`config.mk`:
```
export PLATFORM = sky130hd
export DESIGN_NAME = ttay_reduce
export DESIGN_NICKNAME = d
export VERILOG_FILES = /design/src/rtl/core/ttay_pkg.sv /design/src/rtl/core/ttay_reduce.sv
export SDC_FILE = /design/constraint.sdc
export NUM_CORES = 2
export LEC_CHECK = 0
export BUFFER_PORTS_ARGS = -buffer_cell sky130_fd_sc_hd__buf_2
export CORE_MARGIN = 3
export CORE_UTILIZATION = 70
export CTS_BUF_LIST = sky130_fd_sc_hd__clkbuf_8
export CTS_CLUSTER_DIAMETER = 200
export DETAILED_ROUTE_END_ITERATION = 6
export PLACE_DENSITY = 0.88
export SYNTH_ARGS = -nofsm -noshare
export SYNTH_HDL_FRONTEND = slang
export SYNTH_SLANG_ARGS = --single-unit
```
`constraint.sdc`:
```
create_clock -name i_clk -period 20.6 [get_ports i_clk]
set_input_delay 4.12 -clock i_clk [delete_from_list [all_inputs] [get_ports i_clk]]
set_output_delay 4.12 -clock i_clk [all_outputs]
set_load 0.01 [all_outputs]
```
`src/rtl/core/ttay_pkg.sv`:
```
// ----------------------------------------------------------------------------
// ttay_pkg
// Shared constants, types and helpers of the tangent approximator pipeline.
// ----------------------------------------------------------------------------
package ttay_pkg;

    // default number of fraction bits on angle and tangent
    localparam int FRAC_BITS_DEF = 16;

    // pi and pi/2 in unsigned Q.32
    localparam logic [33:0] PI_Q32      = 34'd13493037705;
    localparam logic [32:0] HALF_PI_Q32 = 33'd6746518852;

    // floor(2^65 / pi_q32), reciprocal used for the quotient estimate
    localparam logic [65:0] TWO_POW_65 = 66'd1 << 65;
    localparam logic [31:0] RECIP_Q65  = 32'(TWO_POW_65 / 66'(PI_Q32));

    // taylor coefficients in Q29
    localparam logic [31:0] ONE_Q29 = 32'd536870912;
    localparam logic [31:0] C3_Q29  = 32'd178956971;
    localparam logic [31:0] C5_Q29  = 32'd71582788;
    localparam logic [31:0] C7_Q29  = 32'd28973986;
    localparam logic [31:0] C9_Q29  = 32'd11741092;

    // horner steps after the leading coefficient
    localparam int NUM_STEPS = 4;
    localparam logic [31:0] STEP_COEF [NUM_STEPS] = '{C7_Q29, C5_Q29, C3_Q29, ONE_Q29};

    // reset value of the pole window register
    localparam logic [15:0] POLE_WINDOW_RST = 16'd66;

    // sideband that travels with each item
    typedef struct packed {
        logic vld;
        logic neg;
        logic pole;
    } t_tag;

    // q29 product rounding: add half, drop 29 bits
    function automatic logic [31:0] rnd_q29(input logic [63:0] prod);
        logic [63:0] sum;
        sum = prod + (64'd1 << 28);
        return sum[60:29];
    endfunction

endpackage

```
`src/rtl/core/ttay_reduce.sv`:
```
// ----------------------------------------------------------------------------
// ttay_reduce
// Range reduction of the angle modulo pi, six register stages. Gives the
// magnitude of the reduced angle in Q.32 (at most pi/2) and its sign.
// ----------------------------------------------------------------------------
module ttay_reduce
    import ttay_pkg::*;
#(
    parameter int FRAC_BITS = FRAC_BITS_DEF
) (
    input  logic               i_clk,
    input  logic               i_rst_n,
    input  logic               i_vld,
    input  logic signed [31:0] i_angle,
    output logic [32:0]        o_m,
    output t_tag               o_tag
);

    localparam int SH  = 32 - FRAC_BITS;
    localparam int QSH = 65 - SH;
    localparam int QW  = SH - 1;
    localparam logic [35:0] PI_36     = 36'(PI_Q32);
    localparam logic [35:0] TWO_PI_36 = 36'({PI_Q32, 1'b0});

    logic        r1_vld, r2_vld, r3_vld, r4_vld, r5_vld, r6_vld;
    logic        r1_neg, r2_neg, r3_neg, r4_neg, r5_neg, r6_neg;
    logic [31:0] r1_u, r2_u, r3_u;
    logic [63:0] r2_prod;
    logic [35:0] r3_qpi;
    logic [35:0] r4_rem;
    logic [33:0] r5_umod;
    logic [32:0] r6_m;

    logic [31:0] n1_u;
    logic [63:0] n2_prod;
    logic [QW-1:0] n3_q;
    logic [35:0] n3_qpi;
    logic [63:0] n4_xs;
    logic [35:0] n4_rem;
    logic [33:0] n5_umod;
    logic        n6_far;
    logic [32:0] n6_m;
    logic        n6_neg;

    // magnitude of the angle, most negative value gives 2^31
    assign n1_u = i_angle[31] ? (32'd0 - $unsigned(i_angle)) : $unsigned(i_angle);

    // quotient estimate by reciprocal, low or exact by at most one
    assign n2_prod = 64'(r1_u) * 64'(RECIP_Q65);
    assign n3_q    = r2_prod[63:QSH];
    assign n3_qpi  = 36'(36'(n3_q) * PI_36);

    // remainder of the scaled magnitude, only the low bits matter
    assign n4_xs  = 64'(r3_u) << SH;
    assign n4_rem = n4_xs[35:0] - r3_qpi;

    // final correction of the remainder
    assign n5_umod = (r4_rem >= PI_36) ? 34'(r4_rem - PI_36) : 34'(r4_rem);

    // fold into [-pi/2, pi/2) and split off the sign
    assign n6_far = r5_umod > 34'(HALF_PI_Q32);
    assign n6_m   = n6_far ? 33'(PI_Q32 - r5_umod) : 33'(r5_umod);
    assign n6_neg = (r5_neg && (r5_umod != '0)) ^ n6_far;

    // valid bits
    always_ff @(posedge i_clk) begin
        if (!i_rst_n) begin
            r1_vld <= 1'b0;
            r2_vld <= 1'b0;
            r3_vld <= 1'b0;
            r4_vld <= 1'b0;
            r5_vld <= 1'b0;
            r6_vld <= 1'b0;
        end else begin
            r1_vld <= i_vld;
            r2_vld <= r1_vld;
            r3_vld <= r2_vld;
            r4_vld <= r3_vld;
            r5_vld <= r4_vld;
            r6_vld <= r5_vld;
        end
    end

    // data path
    always_ff @(posedge i_clk) begin
        r1_u    <= n1_u;
        r1_neg  <= i_angle[31];
        r2_u    <= r1_u;
        r2_neg  <= r1_neg;
        r2_prod <= n2_prod;
        r3_u    <= r2_u;
        r3_neg  <= r2_neg;
        r3_qpi  <= n3_qpi;
        r4_neg  <= r3_neg;
        r4_rem  <= n4_rem;
        r5_neg  <= r4_neg;
        r5_umod <= n5_umod;
        r6_neg  <= n6_neg;
        r6_m    <= n6_m;
    end

    assign o_m   = r6_m;
    assign o_tag = '{vld: r6_vld, neg: r6_neg, pole: 1'b0};

    // reciprocal estimate leaves at most one pi too much
    a_rem_range: assert property (@(posedge i_clk) disable iff (!i_rst_n)
        r4_vld |-> (r4_rem < TWO_PI_36))
        else $error("remainder estimate out of range");

    // corrected remainder below pi
    a_umod_range: assert property (@(posedge i_clk) disable iff (!i_rst_n)
        r5_vld |-> (r5_umod < 34'(PI_Q32)))
        else $error("reduced angle not below pi");

    // folded magnitude never above pi/2
    a_mag_range: assert property (@(posedge i_clk) disable iff (!i_rst_n)
        r6_vld |-> (r6_m <= HALF_PI_Q32))
        else $error("folded magnitude above pi/2");

endmodule

```
==> impl_metrics.csv <==
group,metric,value,unit
clock_network,cts_tree,"yes",
layout,area_growth,6.46,%
sta,clock_skew,0.0240,ns
setup_path,cp_cell_instances,"inv_1 -> fa_1 -> fa_1 -> fa_1 -> fa_1 -> inv_1 -> fa_1 -> fa_1 -> fa_1 -> inv_1 -> fa_1 -> inv_1 -> ha_1 -> and4_1 -> nand3_1 -> or4b_1 -> a221oi_1 -> o31ai_1 -> and2_1 -> o221ai_1 -> mux2i_1 -> o211ai_1",
placement,globalplace.congestion,1.03,
yosys,yosysWarningCount,0,
grt,grt_pass1_vias,23836,
clock_network,cts.reportedPaths.clkPinSlew,0.06,ns
hold_path,worst_hold_path_type,"flop to flop",
layout,final-instance-count-excl-fill,3738,
grt,number_of_antenna_violations_at_the_first_check_in_global_routing,3,
sta,max_clock_freq,0.120,GHz
floorplanning,die_x,216,um
route,ant_nets,0,
placement,dp_hpwl,70.2,mm
run_status,outcome,"finished, violations left",
setup_path,cp_max_fo,6,
grt,grt_start_max_net_pins,34,
clock_network,maximum_number_of_buffers_from_clock_root_to_sink,3,
setup_path,reg2reg_to,"r2_prod[61]$_DFF_P_",
clock_network,ctsResizeCount,0,
placement,io_buffers,69,
yosys,ys_async_sr_fraction,0,%
route,drt_pass1_iterations,7,
yosys,synth.cell_area,0.0310,mm^2
grt,grt_pass1_wl,128,mm
layout,filler_cell_count,2930,
clock_network,postCtsSetupBuffers,0,
clock_network,clkSinkCount,238,
setup_path,worstSetupStartpoint,"r1_u[14]$_DFF_P_",
sta,tns,0,ns
yosys,synthCells,3030,
run_status,violations_in_the_final_reports,"DRC",
route,wire_per_inst,21.3,um
clock_network,ctsHoldBuffers,0,
clock_network,cts_max_level,2,
route,drt-initial-drc-count,1475,
route,detailroute.via_count,21434,
floorplanning,site_row_count,76,
setup_path,slowest_stage_delay_cp,0.64,ns
layout,antenna_cells,0,
setup_path,worst_r2r_path_depth,22,
setup_path,setup.reg_to_reg.worst_slack,12.29,ns
flow_run,timing.max_cap.violations,0,
yosys,post_synthesis_area_per_instance,10.2,um^2
clock_network,clkLatencyLatePin,0.60,ns
setup_path,crit_end,"r2_prod[61]$_DFF_P_",
route,drc,1,
placement,postPlaceCellArea,0.0320,mm^2
layout,regArea,0.00476,mm^2
layout,drive_above_1_share,4.85,%
layout,multiInputGateArea,0.0230,mm^2
floorplanning,die_height,216,um
grt,globalRoute.totalOverflow,0,
yosys,mappedNetlistNets,4131,
floorplanning,floorplan.core_area,0.0434,mm^2
route,post_drt_via_cell_ratio,5.73,
floorplanning,die-area,0.0468,mm^2
yosys,ys_ff_latch,238,
clock_network,num_cts_buffers,40,
setup_path,setup.worst_path.class,"flop to flop",
clock_network,clockRootBuffer,"clkbuf_8",
sta,relSlewSlack,19.4,%
sta,final_max_slew_viol_count,0,
setup_path,critPathSlowestCell,"a221oi_1",
placement,dp_cells,3668,
setup_path,cp_data_arrival_time,8.79,ns
grt,grt_util_all_layers,35.6,%
setup_path,worstPathRequired,21.08,ns
floorplanning,initial_core_util,71.4,%
sta,report.final.hold_viol_count,0,
yosys,synth_edf_count,0,
sta,setup_ws,12.29,ns
sta,worst_slew_pin_slew,1.20,ns
sta,setup_viol_count_final,0,
placement,worst_slack_at_placement,12.39,ns
layout,num-nets-final,4226,
sta,rsz0062_at_grt,"no",
route,wire_length_reported_by_the_detailed_router,79.6,mm
yosys,yosys_most_used_dff,"dfxtp_1",
setup_path,endpoint_kind,"flop",
setup_path,critPathLaunchType,"flop",
yosys,synth_sequential_area_ratio,15.4,%
setup_path,cp_common_cell,"fa_1",
sta,min_period_over_period,40.3,%
setup_path,crit-reg2reg-launch,"r1_u[14]$_DFF_P_",
yosys,synth.lib_cells_used.distinct,74,
floorplanning,ioPinCount,71,
layout,finish.instance_area,0.0330,mm^2
sta,final_period_minus_worst_setup_slack,8.31,ns
synth_stat cells (4+ instances only):
cell type | n | share of area, %
inv_1 | 832 | 10
fa_1 | 547 | 35
ha_1 | 519 | 21
dfxtp_1 | 238 | 15
xnor2_1 | 102 | 2.9
a21oi_1 | 99 | 1.6
nor2_1 | 91 | 1.1
nand2_1 | 89 | 1.1
xor2_1 | 74 | 2.1
o21ai_0 | 59 | 0.95
nor3_1 | 37 | 0.60
a21o_1 | 24 | 0.58
nand3_1 | 24 | 0.39
nor4_1 | 18 | 0.36
o21a_1 | 18 | 0.44
o31ai_1 | 17 | 0.41
nand2b_1 | 16 | 0.32
and2_1 | 15 | 0.30
and3_1 | 15 | 0.30
o211ai_1 | 15 | 0.36
a211oi_1 | 14 | 0.34
nand4_1 | 14 | 0.28
a31oi_1 | 13 | 0.26
or3_1 | 13 | 0.26
o21ai_1 | 10 | 0.16
clkbuf_1 | 9 | 0.11
o21bai_1 | 9 | 0.22
nor2b_1 | 8 | 0.16
a21boi_0 | 7 | 0.17
or4_1 | 6 | 0.15
a31o_2 | 4 | 0.11
buf_2 | 4 | 0.065
worst max-delay path: cells and delay by family, from the launching register on:
kind                     cells  cell delay (ns)
adder cells (fa/ha/maj)      9             4.39
AO/OA/AOI/OAI                4             1.24
AND/OR/NAND/NOR              4             1.16
flip-flops                   1             0.63
buffers and inverters        4             0.54
multiplexers                 1             0.22
area by class of cell:
class                      count  share of cell area (%)
clock buffer                  50                    2.09
timing repair buffer          70                    1.07
clock inverter                20                   0.885
sequential                   238                    14.5
multi-input combinational   1943                    69.8
inverter                     832                    9.48
tap                          585                    2.22
cell families after synthesis:
family,count (synthesis),share of synthesized area (%)
adder cells (fa/ha/maj),1066,56.4
multiplexers,2,0.0647
XOR/XNOR,176,4.98
other,1,0.0121
flip-flops,238,15.4
buffers and inverters,849,10.3
AND/OR/NAND/NOR,374,6.14
AO/OA/AOI/OAI,324,6.70
sequential cells by signal, indices dropped and copies added (netlist names):
| signal | flops |
|---|---|
| o_m | 33 |
| r1_neg | 1 |
| r1_u | 32 |
| r1_vld | 1 |
| r2_neg | 1 |
| r2_prod | 15 |
| r2_u | 20 |
| r2_vld | 1 |
| r3_neg | 1 |
| r3_qpi | 36 |
| r3_u | 20 |
| r3_vld | 1 |
| r4_neg | 1 |
| r4_rem | 36 |
| r4_vld | 1 |
| r5_neg | 1 |
| r5_umod | 34 |
| r5_vld | 1 |
| r6_neg | 1 |
| r6_vld | 1 |
layer usage:
layer / GRT usage, % / up-vias / share of wire [%]
met5: 0 / - / 0.048
met4: 13.0 / 6 / 4.5
met2: 58.8 / 803 / 47
li1: - / 9676 / -
met3: 8.71 / 233 / 7.6
met1: 46.2 / 10716 / 40
cells in the final DEF (no fill, tap or decap), types with 4 or more instances in the layout:
cell type | netlist | routed
and2_1 | 15 | 15
nor4_1 | 18 | 18
xor2_1 | 74 | 74
and3_1 | 15 | 15
dfxtp_1 | 238 | 238
o31ai_1 | 17 | 17
nor2b_1 | 8 | 8
o21ai_1 | 10 | 10
inv_1 | 832 | 840
fa_1 | 547 | 547
buf_2 | 4 | 69
nand4_1 | 14 | 14
xnor2_1 | 102 | 102
nor2_1 | 91 | 91
o21ai_0 | 59 | 59
a211oi_1 | 14 | 13
o21a_1 | 18 | 18
nand3_1 | 24 | 24
a31o_2 | 4 | 4
o21bai_1 | 9 | 9
o211ai_1 | 15 | 15
a31oi_1 | 13 | 13
bufinv_16 | 0 | 7
nand2b_1 | 16 | 16
clkbuf_8 | 0 | 50
or4_1 | 6 | 6
or3_1 | 13 | 13
a21o_1 | 24 | 24
ha_1 | 519 | 519
nor3_1 | 37 | 37
a21boi_0 | 7 | 7
nand2_1 | 89 | 89
a21oi_1 | 99 | 99
worst min path at each step:
stage	from	cells past startpoint	end	slack, ns
after floorplan	r1_neg$_DFF_P_	0	r2_neg$_DFF_P_	0.31
after global placement	r2_u[14]$_DFF_P_	0	r3_u[14]$_DFF_P_	0.31
after detailed placement	r2_u[11]$_DFF_P_	0	r3_u[11]$_DFF_P_	0.31
after CTS	r2_u[17]$_DFF_P_	0	r3_u[17]$_DFF_P_	0.32
after global routing	r2_u[11]$_DFF_P_	0	r3_u[11]$_DFF_P_	0.32
final	r2_u[14]$_DFF_P_	0	r3_u[14]$_DFF_P_	0.32
per-stage QoR:
| stage | hold slack (ns) | util [%] |
|---|---|---|
| 6_report | 0.324 | 76.0 |
| 5_1_grt | 0.323 | 76.0 |
| 4_1_cts | 0.323 | 76.0 |
| 3_5_place_dp | 0.313 | 73.7 |
| 3_3_place_gp | 0.310 | 73.7 |
| 2_1_floorplan | 0.310 | - |
Power is left out: the tool's default activity adds up to more than one toggle a clock period on the data nets, which glitch-free logic cannot reach.
